==> src/hw/rtl/gre_pkg.sv <==
// Shared definitions for the graph reachability engine.
// Used by graph_reachability_engine; no dependencies.
`default_nettype none

package gre_pkg;

    localparam int VERTEX_W         = 6;
    localparam int MAX_VERTICES     = 1 << VERTEX_W;
    localparam int NUM_VERTICES_DEF = 64;

    typedef enum logic [0:0] {
        OP_ADD   = 1'b0,
        OP_QUERY = 1'b1
    } t_opcode;

    typedef enum logic [2:0] {
        ST_CLEAR,
        ST_IDLE,
        ST_ADD_WA,
        ST_ADD_WB,
        ST_QRUN
    } t_state;

endpackage

`default_nettype wire

==> src/hw/rtl/gre_ram.sv <==
// Generic single-port-write, single-port-read RAM with registered read.
// No package dependency; read during write to the same address returns old data.
`default_nettype none

module gre_ram #(
    parameter int WIDTH = 64,
    parameter int DEPTH = 64
) (
    input  wire logic                     i_clk,
    input  wire logic                     i_we,
    input  wire logic [$clog2(DEPTH)-1:0] i_waddr,
    input  wire logic [WIDTH-1:0]         i_wdata,
    input  wire logic                     i_re,
    input  wire logic [$clog2(DEPTH)-1:0] i_raddr,
    output logic      [WIDTH-1:0]         o_rdata
);

    logic [WIDTH-1:0] r_mem [DEPTH];

    always_ff @(posedge i_clk) begin
        if (i_we) begin
            r_mem[i_waddr] <= i_wdata;
        end
        if (i_re) begin
            o_rdata <= r_mem[i_raddr];
        end
    end

endmodule

`default_nettype wire

==> src/hw/rtl/gre_pick.sv <==
// Lowest-set-bit picker over the pending vertex set.
// Gives the one-hot of the lowest set bit and its index; no package dependency.
`default_nettype none

module gre_pick #(
    parameter int N = 64
) (
    input  wire logic [N-1:0]         i_set,
    output logic                      o_any,
    output logic [N-1:0]              o_lowest,
    output logic [$clog2(N)-1:0]      o_idx
);

    localparam int IW = $clog2(N);

    always_comb begin
        o_any    = |i_set;
        o_lowest = i_set & (~i_set + {{(N-1){1'b0}}, 1'b1});
        o_idx    = '0;
        for (int i = 0; i < N; i++) begin
            if (o_lowest[i]) begin
                o_idx = o_idx | IW'(i);
            end
        end
    end

endmodule

`default_nettype wire

==> src/hw/rtl/graph_reachability_engine.sv <==
// Top level of the graph reachability engine: adjacency RAM, control FSM.
// Depends on gre_pkg, gre_ram and gre_pick.
//
// Usage:
//   An item (opcode, vertex_a, vertex_b) is taken at a rising edge with start
//   high and busy low. Every item yields exactly one result, shown for one
//   cycle with o_strobe high; the receiver cannot stall it.
//   Add edge: when both ends are in range, a read-modify-write of row a, then
//   of row b, in the adjacency RAM (one write port); otherwise only an ack.
//   Query: answered without a walk when source equals destination or a vertex
//   is out of range. Otherwise one adjacency row is read per newly reached
//   vertex. Reads follow each other every cycle while vertices are pending;
//   when a row returns with nothing else pending, the next read waits until
//   the vertices it adds are registered as pending. The walk stops early when
//   the destination is found.
//   busy is high while rows are written or a walk runs; items needing neither
//   keep busy low. The result strobe comes in the first cycle with busy low
//   again (the cycle after start when busy never rose).
//   Reset: a clearing pass writes every adjacency row to zero, one row per
//   cycle; busy is high during it.
//   Vertex fields are 6 bits wide, so at most 64 vertices are stored.
`default_nettype none

module graph_reachability_engine
    import gre_pkg::*;
#(
    parameter int NUM_VERTICES = NUM_VERTICES_DEF
) (
    input  wire logic                i_clk,
    input  wire logic                i_rst_n,
    input  wire logic                start,
    output logic                     busy,
    input  wire logic                i_opcode,
    input  wire logic [VERTEX_W-1:0] i_vertex_a,
    input  wire logic [VERTEX_W-1:0] i_vertex_b,
    output logic                     o_strobe,
    output logic                     o_is_answer,
    output logic                     o_reachable
);

    localparam int NV    = (NUM_VERTICES < MAX_VERTICES) ? NUM_VERTICES : MAX_VERTICES;
    localparam int IDX_W = $clog2(NV);
    localparam logic [NV-1:0] ONE = {{(NV-1){1'b0}}, 1'b1};

    t_state            r_state, n_state;
    logic [IDX_W-1:0]  r_clr_cnt, n_clr_cnt;
    logic              r_inflight, n_inflight;
    logic              r_out_stb, n_out_stb;
    logic              r_out_ans, n_out_ans;
    logic              r_out_reach, n_out_reach;
    logic [NV-1:0]     r_seen, n_seen;
    logic [NV-1:0]     r_pend, n_pend;
    logic [IDX_W-1:0]  r_va, n_va;
    logic [IDX_W-1:0]  r_vb, n_vb;

    logic              ram_we, ram_re;
    logic [IDX_W-1:0]  ram_waddr, ram_raddr;
    logic [NV-1:0]     ram_wdata, ram_rdata;

    logic              pick_any;
    logic [NV-1:0]     pick_lowest;
    logic [IDX_W-1:0]  pick_idx;

    logic              accept, a_ok, b_ok;
    logic [NV-1:0]     fresh;

    gre_ram #(.WIDTH(NV), .DEPTH(NV)) u_adj (
        .i_clk   (i_clk),
        .i_we    (ram_we),
        .i_waddr (ram_waddr),
        .i_wdata (ram_wdata),
        .i_re    (ram_re),
        .i_raddr (ram_raddr),
        .o_rdata (ram_rdata)
    );

    gre_pick #(.N(NV)) u_pick (
        .i_set    (r_pend),
        .o_any    (pick_any),
        .o_lowest (pick_lowest),
        .o_idx    (pick_idx)
    );

    assign busy        = (r_state != ST_IDLE);
    assign accept      = start && !busy;
    assign a_ok        = (int'(i_vertex_a) < NUM_VERTICES);
    assign b_ok        = (int'(i_vertex_b) < NUM_VERTICES);
    assign o_strobe    = r_out_stb;
    assign o_is_answer = r_out_ans;
    assign o_reachable = r_out_reach;

    // neighbors of the row read last cycle that are not yet reached
    assign fresh = r_inflight ? (ram_rdata & ~r_seen) : '0;

    always_comb begin
        n_state     = r_state;
        n_clr_cnt   = r_clr_cnt;
        n_inflight  = 1'b0;
        n_out_stb   = 1'b0;
        n_out_ans   = r_out_ans;
        n_out_reach = r_out_reach;
        n_seen      = r_seen;
        n_pend      = r_pend;
        n_va        = r_va;
        n_vb        = r_vb;
        ram_we      = 1'b0;
        ram_waddr   = r_va;
        ram_wdata   = ram_rdata;
        ram_re      = 1'b0;
        ram_raddr   = r_va;

        unique case (r_state)
            ST_CLEAR: begin
                ram_we    = 1'b1;
                ram_waddr = r_clr_cnt;
                ram_wdata = '0;
                n_clr_cnt = r_clr_cnt + 1'b1;
                if (r_clr_cnt == IDX_W'(NV - 1)) begin
                    n_state = ST_IDLE;
                end
            end
            ST_IDLE: begin
                if (accept) begin
                    n_va = i_vertex_a[IDX_W-1:0];
                    n_vb = i_vertex_b[IDX_W-1:0];
                    if (t_opcode'(i_opcode) == OP_ADD) begin
                        if (a_ok && b_ok) begin
                            ram_re    = 1'b1;
                            ram_raddr = i_vertex_a[IDX_W-1:0];
                            n_state   = ST_ADD_WA;
                        end else begin
                            n_out_stb   = 1'b1;
                            n_out_ans   = 1'b0;
                            n_out_reach = 1'b0;
                        end
                    end else if (i_vertex_a == i_vertex_b) begin
                        n_out_stb   = 1'b1;
                        n_out_ans   = 1'b1;
                        n_out_reach = 1'b1;
                    end else if (!(a_ok && b_ok)) begin
                        n_out_stb   = 1'b1;
                        n_out_ans   = 1'b1;
                        n_out_reach = 1'b0;
                    end else begin
                        n_seen  = ONE << i_vertex_a[IDX_W-1:0];
                        n_pend  = ONE << i_vertex_a[IDX_W-1:0];
                        n_state = ST_QRUN;
                    end
                end
            end
            ST_ADD_WA: begin
                // row b is read while row a is written; when a equals b both
                // writes set the same bit, so the stale read is harmless
                ram_we    = 1'b1;
                ram_waddr = r_va;
                ram_wdata = ram_rdata | (ONE << r_vb);
                ram_re    = 1'b1;
                ram_raddr = r_vb;
                n_state   = ST_ADD_WB;
            end
            ST_ADD_WB: begin
                ram_we      = 1'b1;
                ram_waddr   = r_vb;
                ram_wdata   = ram_rdata | (ONE << r_va);
                n_out_stb   = 1'b1;
                n_out_ans   = 1'b0;
                n_out_reach = 1'b0;
                n_state     = ST_IDLE;
            end
            ST_QRUN: begin
                n_seen = r_seen | fresh;
                if (pick_any) begin
                    ram_re     = 1'b1;
                    ram_raddr  = pick_idx;
                    n_inflight = 1'b1;
                    n_pend     = (r_pend & ~pick_lowest) | fresh;
                end else begin
                    n_pend = fresh;
                end
                priority if (fresh[r_vb]) begin
                    n_out_stb   = 1'b1;
                    n_out_ans   = 1'b1;
                    n_out_reach = 1'b1;
                    n_inflight  = 1'b0;
                    n_state     = ST_IDLE;
                end else if (!r_inflight && !pick_any) begin
                    n_out_stb   = 1'b1;
                    n_out_ans   = 1'b1;
                    n_out_reach = 1'b0;
                    n_state     = ST_IDLE;
                end else begin
                    n_state     = ST_QRUN;
                end
            end
            default: begin
                n_state = ST_IDLE;
            end
        endcase
    end

    always_ff @(posedge i_clk) begin
        if (!i_rst_n) begin
            r_state    <= ST_CLEAR;
            r_clr_cnt  <= '0;
            r_inflight <= 1'b0;
            r_out_stb  <= 1'b0;
        end else begin
            r_state    <= n_state;
            r_clr_cnt  <= n_clr_cnt;
            r_inflight <= n_inflight;
            r_out_stb  <= n_out_stb;
        end
    end

    always_ff @(posedge i_clk) begin
        r_out_ans   <= n_out_ans;
        r_out_reach <= n_out_reach;
        r_seen      <= n_seen;
        r_pend      <= n_pend;
        r_va        <= n_va;
        r_vb        <= n_vb;
    end

    // during a walk, pending vertices are always already marked reached
    a_pend_in_seen: assert property (@(posedge i_clk) disable iff (!i_rst_n)
        (r_state == ST_QRUN) |-> ((r_pend & ~r_seen) == '0))
        else $error("pending vertex not marked reached");

    // a row read is only in flight during a walk
    a_inflight_qrun: assert property (@(posedge i_clk) disable iff (!i_rst_n)
        r_inflight |-> (r_state == ST_QRUN))
        else $error("row read in flight outside a walk");

    // self query answers 1 in the next cycle
    a_self_query: assert property (@(posedge i_clk) disable iff (!i_rst_n)
        (accept && (i_opcode == OP_QUERY) && (i_vertex_a == i_vertex_b))
        |=> (o_strobe && o_is_answer && o_reachable))
        else $error("self query not answered 1");

    // the second row write ends an add with an acknowledgement
    a_add_ack: assert property (@(posedge i_clk) disable iff (!i_rst_n)
        (r_state == ST_ADD_WB) |=> (o_strobe && !o_is_answer && !o_reachable))
        else $error("add edge not acknowledged");

    // no result strobe while the clearing pass runs
    a_no_result_clear: assert property (@(posedge i_clk) disable iff (!i_rst_n)
        (r_state == ST_CLEAR) |-> !o_strobe)
        else $error("result during clearing pass");

endmodule

`default_nettype wire
==> config.mk <==
export PLATFORM = sky130hd
export DESIGN_NAME = graph_reachability_engine
export DESIGN_NICKNAME = d
export VERILOG_FILES = /design/src/hw/rtl/gre_pkg.sv /design/src/hw/rtl/gre_ram.sv /design/src/hw/rtl/gre_pick.sv /design/src/hw/rtl/graph_reachability_engine.sv
export SDC_FILE = /design/constraint.sdc
export NUM_CORES = 2
export LEC_CHECK = 0
export ABC_CLOCK_PERIOD_IN_PS = 12350
export BUFFER_PORTS_ARGS = -buffer_cell sky130_fd_sc_hd__buf_2
export CAP_MARGIN = 5
export CORE_MARGIN = 3
export CORE_UTILIZATION = 40
export CTS_CLUSTER_DIAMETER = 40
export DETAILED_ROUTE_END_ITERATION = 10
export PLACE_DENSITY = 0.55
export SLEW_MARGIN = 20
export SYNTH_ARGS = -nofsm -noshare
export SYNTH_HDL_FRONTEND = slang
export SYNTH_SLANG_ARGS = --single-unit
==> constraint.sdc <==
create_clock -name i_clk -period 12.35 [get_ports i_clk]
set_input_delay 2.47 -clock i_clk [delete_from_list [all_inputs] [get_ports i_clk]]
set_output_delay 2.47 -clock i_clk [all_outputs]
set_load 0.05 [all_outputs]
# Word level (Yosys, flattened, before mapping)
# Memories as Yosys holds them, arrays and structs flattened. A register that Yosys moved wholly into a read port is not among the register bits.
# Index checks and enable logic that the tools add are counted.
[op_classes] n_reduce_logical=15 shift=3 n_eq_ne=14 n_mux=183 bitwise_logic=10 n_lt_le_gt_ge=1 add_sub_neg=2
[ops] op="$mux 64" n=16
[ops] op="$mux 6" n=46
[ops] op="$or 64x64->64" n=4
[ops] op="$pmux 64 s2" n=2
[ops] op="$and 64x64->64" n=3
[ops] op="$not 64->64" n=3
[ops] op="$pmux 64 s3" n=1
[ops] op="$shl 1x6->64 const A" n=3
[ops] op="$mux 3" n=27
[ops] op="$mux 5" n=16
[ops] op="$add 64x1->64 const B" n=1
[ops] op="$reduce_or 64->1" n=1
[ops] op="$mux 1" n=57
[ops] op="$mux 4" n=8
[ops] op="$pmux 6 s3" n=1
[ops] op="$pmux 1 s3" n=4
[ops] op="$pmux 3 s4" n=1
[ops] op="$pmux 6 s2" n=1
[ops] op="$ne 2x2->1 const B" n=5
[ops] op="$lt 6x7->1 const B" n=1
[ops] op="$add 6x1->6 const B" n=1
[ops] op="$bmux 1 s6" n=1
[ops] op="$eq 3x2->1 const B" n=2
[ops] op="$eq 6x6->1" n=1
[ops] op="16 further kinds" n=22
[word_totals] wordCells=239 reg_bits=153 inputBits=16 ram_bits=4096 mem_count=1
[mem_list] memory="u_adj.r_mem" words=64 width=64 read_ports=1 rd_clocked_by_memory_dff=1 wr=1 line_no="gre_ram.sv:18" rtl="logic [WIDTH-1:0] r_mem [DEPTH];"

# Longest topological paths before layout
[logic_depth] ltp_word=69 mapped_depth=18 mapped_depth_nobuf=12

# Cells and area by module
# A second synthesis with hierarchy kept.
[unflattened] cells_unflattened=8028 hier_area_um2=168298.9
[modules_own_cells] module="gre_ram" cells_per_inst=6598 n_inst=1 area_per_inst_um2=157025.6 seq_area_each_um2=124919.8
[modules_own_cells] module="graph_reachability_engine" cells_per_inst=1141 n_inst=1 area_per_inst_um2=9546.7 seq_area_each_um2=4484.3
[modules_own_cells] module="gre_pick" cells_per_inst=289 n_inst=1 area_per_inst_um2=1726.7 seq_area_each_um2=0.0

# Worst setup path after synthesis
# OpenSTA, ideal clock, no wires.
[synth_path] path_type="input to register" from="input port i_vertex_a[3]" to="register r_pend[0] (enable)" path_slack_ns=2.356 t_required_ns=11.693 n_path_buf=1 path_stages=5 t_arrival_ns=9.336 path_cell_list="clkbuf_1 xor2_1 nor3_1 o21a_1 a21oi_1"
[synth_between] elab_chain_cells=3
[synth_lines] element="start, declared" line_no="graph_reachability_engine.sv:34" rtl="input wire logic [VERTEX_W-1:0] i_vertex_a,"
[synth_lines] element="$eq 6x6->1" line_no="graph_reachability_engine.sv:136" rtl="end else if (i_vertex_a == i_vertex_b) begin"
[synth_lines] element="$ne 2x2->1 (no source line)"
[synth_lines] element="$reduce_and 4->1 (no source line)"
[synth_lines] element="end signal, assigned" line_no="graph_reachability_engine.sv:219" rtl="r_pend <= n_pend;"
[synth_lines] element="end, declared" line_no="graph_reachability_engine.sv:52" rtl="logic [NV-1:0] r_pend, n_pend;"
# No other way between the ends.
# A chain may end at the register's enable or synchronous reset.

# Worst setup path in the final report
[layout_path] from="input port start" to="register u_adj.o_rdata[3] (read register of u_adj.r_mem) (data pin)"
[layout_between] elab_chain_cells=4
[layout_lines] element="start, declared" line_no="graph_reachability_engine.sv:31" rtl="input wire logic start,"
[layout_lines] element="$logic_and 1x1->1 (*)" line_no="graph_reachability_engine.sv:85" rtl="assign accept = start && !busy;"
[layout_lines] element="$mux 6 or $mux 1 (tied branches)" line_no="graph_reachability_engine.sv:123" rtl="if (accept) begin"
[layout_lines] element="$mux 6 or $mux 1 (tied branches)" line_no="graph_reachability_engine.sv:112" rtl="unique case (r_state)"
[layout_lines] element="$pmux 6 s3 or $pmux 1 s3 (tied branches)" line_no="graph_reachability_engine.sv:112"
[layout_lines] element="end, declared" line_no="gre_ram.sv:15" rtl="output logic [WIDTH-1:0] o_rdata"
# Mark *: on every way between the ends. The rest lies on a longest branch, timed or not. The select of a mux whose other input is x is not followed.

==> results.json <==
{
  "antenna_found_initial": 41,
  "tightest_slew_ns": 1.270,
  "dp.cells": 18000,
  "crit_arrival_ns": 7.95,
  "worst_slack_ns": 5.245,
  "placed_area_sq_mm": 0.1833,
  "synth-edff-count": 4302,
  "drv_cap": 0,
  "die_width_um": 667.7,
  "worst-path-max-fanout": 71,
  "status": "finished with violations",
  "layout.nets": 12850,
  "fin_tns_setup_ns": 0,
  "grt_pass1_vias": 111700,
  "rsz0062_at_grt": "false",
  "wirelength_um": 647100,
  "setup_violations": 0,
  "max_slew_margin_pct": 15.35,
  "seqCellArea_sq_mm": 0.1294,
  "most-common-layout-cells": "4302 x edfxtp_1, 3024 x nand2_1, 1256 x nand3_1",
  "ant_nets": 0,
  "finalNonFillerCells": 19050,
  "place_hpwl_um": 345400,
  "cts_max_level": 6,
  "ys_warn_count": 0,
  "synthFlopType": "edfxtp_1",
  "slew_violations": 0,
  "wl_per_cell_um": 33.97,
  "cp-end-kind": "flip-flop",
  "grt_usage_pct": 28.22,
  "place_ws_ns": 4.361,
  "cp.required_ns": 13.20,
  "clock_sinks": 4313,
  "power.ir.vdd_worst_v": 0.0001526,
  "tritoncts": "yes",
  "cts-root-buf": "clkbuf_16",
  "cp_common_cell": "buf_4",
  "synth.distinct_cells": 104,
  "std_cell_rows": 242,
  "p_total_mw": 32.55,
  "syn_nets": 12750,
  "io-pin-count": 20,
  "rr_startpoint": "r_pend[26]$_DFFE_PP_",
  "drive_gt1_share_pct": 11.81,
  "synth_seq_cells": 4313,
  "grt_pass1_wl_um": 889900,
  "gp_congestion": 0.9412,
  "clock_path_buffers": 4,
  "port_buffers": 19,
  "crit_buf_inv": 4,
  "layout_commonest_cell": "edfxtp_1",
  "min_period_ns": 7.105,
  "synth_area_per_cell_sq_um": 13.76,
  "slowest_delay_ns": 0.82,
  "dieArea_sq_mm": 0.4458,
  "start_util_pct": 40.23,
  "path_delay_family": "buffers and inverters",
  "via_per_inst": 6.253,
  "violations": "DRC",
  "ys_seq_area_share_pct": 73.88,
  "firstDrtPassIters": 9,
  "fin_crit_sh_pct": 57.53,
  "drc_errors": 1,
  "postCtsHoldBufs": 0,
  "endpoint": "u_adj.o_rdata[3]$_DFFE_PP_",
  "syn_to_final_growth_pct": 15.44,
  "cts_buffers": 563,
  "hold_path.class": "reg2reg",
  "skew_ns": 0.05424,
  "path_depth": 16,
  "r2r_slack_ns": 5.25,
  "hold_violations": 0,
  "overflow": 0,
  "async_reset_ff_share_pct": 0,
  "clkTransAtPathRegs_ns": 0.06,
  "crit_path_top_delay_cell": "buf_4",
  "reg2regPathDepth": 15,
  "syn_area_sq_mm": 0.1751,
  "design_area_sq_mm": 0.2022,
  "fmax_mhz": 140.7,
  "cp-start-kind": "input pin",
  "r2r_end": "u_adj.o_rdata[3]$_DFFE_PP_",
  "core_area_sq_mm": 0.4354,
  "cts.repair.resized": 0,
  "first_iter_violations": 17590,
  "crit_path_cell_trace": "buf_2 -> nor2b_1 -> mux2i_1 -> a21oi_1 -> a211oi_1 -> o211a_1 -> nand4_1 -> buf_4 -> o21a_4 -> buf_4 -> buf_4 -> nand2_1 -> nand3_1 -> a21oi_1 -> or4_1 -> nor4_1",
  "power_density_mw_per_mm2": 161.0,
  "clk_latency_ns": 1.07,
  "die_h_um": 667.7,
  "grt_max_degree": 160,
  "crit_start": "start",
  "synthesis.instances": 12730,
  "postCtsSetupBuffers": 0,
  "fillers": 37660,
  "vias": 119100,
  "leakage_nw": 67.96,
  "multi_input_area_sq_mm": 0.04301,
  "worstSetupPathType": "in2reg"
}
## per-layer routing
layer	vias to the layer above	wire length, um	track usage [%]
met3	1443	71530	5.990
li1	48930	-	-
met5	-	54	0
met2	7822	291400	43.46
met1	60910	251000	38.44
met4	8	33070	12.88
## worst register-to-register path, stage by stage (launching register included)
cell      delay [ns]
edfxtp_1        0.54
nor3_1          0.52
nand3_1         0.44
nor3_1          0.86
nand4_1         0.36
o211a_1         0.20
nand4_1         0.10
buf_4           0.31
o21a_4          0.68
buf_4           0.68
buf_4           0.85
nand2_1         0.22
nand3_1         0.12
a21oi_1         0.08
or4_1           0.64
nor4_1          0.31
## worst min-delay path by stage
stage	to	slack, ns	cells past startpoint	startpoint
finish	r_clr_cnt[5]$_SDFFE_PN0N_	0.52	2	r_clr_cnt[5]$_SDFFE_PN0N_
global route	r_clr_cnt[5]$_SDFFE_PN0N_	0.56	2	r_clr_cnt[5]$_SDFFE_PN0N_
CTS	r_clr_cnt[5]$_SDFFE_PN0N_	0.52	2	r_clr_cnt[5]$_SDFFE_PN0N_
detailed placement	r_clr_cnt[5]$_SDFFE_PN0N_	0.51	2	r_clr_cnt[5]$_SDFFE_PN0N_
global placement	r_clr_cnt[5]$_SDFFE_PN0N_	0.49	2	r_clr_cnt[5]$_SDFFE_PN0N_
floorplan	r_clr_cnt[1]$_SDFFE_PN0N_	0.47	2	r_clr_cnt[1]$_SDFFE_PN0N_
## cell families (layout without fill, tap and decap cells)
| family | Yosys count | in the layout | synth area share, % |
|---|---|---|---|
| compound gates | 1853 | 1853 | 7.560 |
| flops | 4313 | 4313 | 73.88 |
| fa+ha+maj | 1 | 1 | 0.007143 |
| simple gates | 5075 | 5075 | 12.76 |
| xor+xnor | 10 | 10 | 0.05001 |
| mux | 574 | 574 | 3.335 |
| other cells | 0 | 23 | 0 |
| buf+inv | 906 | 1467 | 2.406 |
## power by group
part | switching, mW | internal, mW | total (mW) | leakage, nW
Sequential | 0.0190 | 16.0 | 16.0 | 38.2
Combinational | 0.164 | 0.0319 | 0.196 | 20.7
Clock | 6.56 | 9.82 | 16.4 | 9.05
## sequential cells by signal, indices dropped and copies added (netlist names)
signal         count
o_reachable        1
o_strobe           1
u_adj.o_rdata     64
o_is_answer        1
r_inflight         1
r_vb               6
r_va               6
r_state            3
r_seen            64
r_clr_cnt          6
u_adj.r_mem     4096
r_pend            64
## metrics by stage
step	hold WS [ns]	utilization (%)
4_1_cts	0.5156	46.40
5_1_grt	0.5594	46.43
3_5_place_dp	0.5063	42.09
6_report	0.5152	46.44
3_3_place_gp	0.4923	42.05
2_1_floorplan	0.4730	-
## area by class of cell
class	count	share of cell area [%]
inverter	31	0.05817
antenna	23	0.02847
clock buffer	633	7.171
multi-input combinational	7513	21.27
clock inverter	392	2.128
sequential	4313	64.00
timing repair buffer	411	1.791
tap	5734	3.548
## synthesized netlist by cell type, drive strengths merged (12+ instances only)
library cell	instances	area [sq um]
a2111oi	42	392.9
a211o	13	113.9
a211oi	221	1659
a21oi	315	1580
a221oi	50	456.7
a22oi	24	180.2
a311o	44	440.4
a311oi	95	857.1
a31o	22	192.7
a31oi	257	1608
a32o	37	370.4
a32oi	43	376.6
and3	228	1426
and4	27	236.5
buf	553	2889
clkbuf	322	1209
edfxtp	4302	129200
inv	29	108.9
mux2	16	180.2
mux2i	552	5525
nand2	3034	11400
nand2b	36	225.2
nand3	1259	6306
nand4	50	331.6
nor2	195	750.7
nor2b	13	81.33
nor3	70	376.6
nor4	90	633.1
o2111a	16	180.2
o2111ai	84	742.0
o211a	59	590.6
o211ai	36	275.3
o21a	12	90.09
o21ai	223	1120
o21bai	16	120.1
o221ai	12	105.1
o22ai	114	719.4
o311ai	21	183.9
or4	19	146.4
Note: power is estimated with default switching activity, not from simulation.
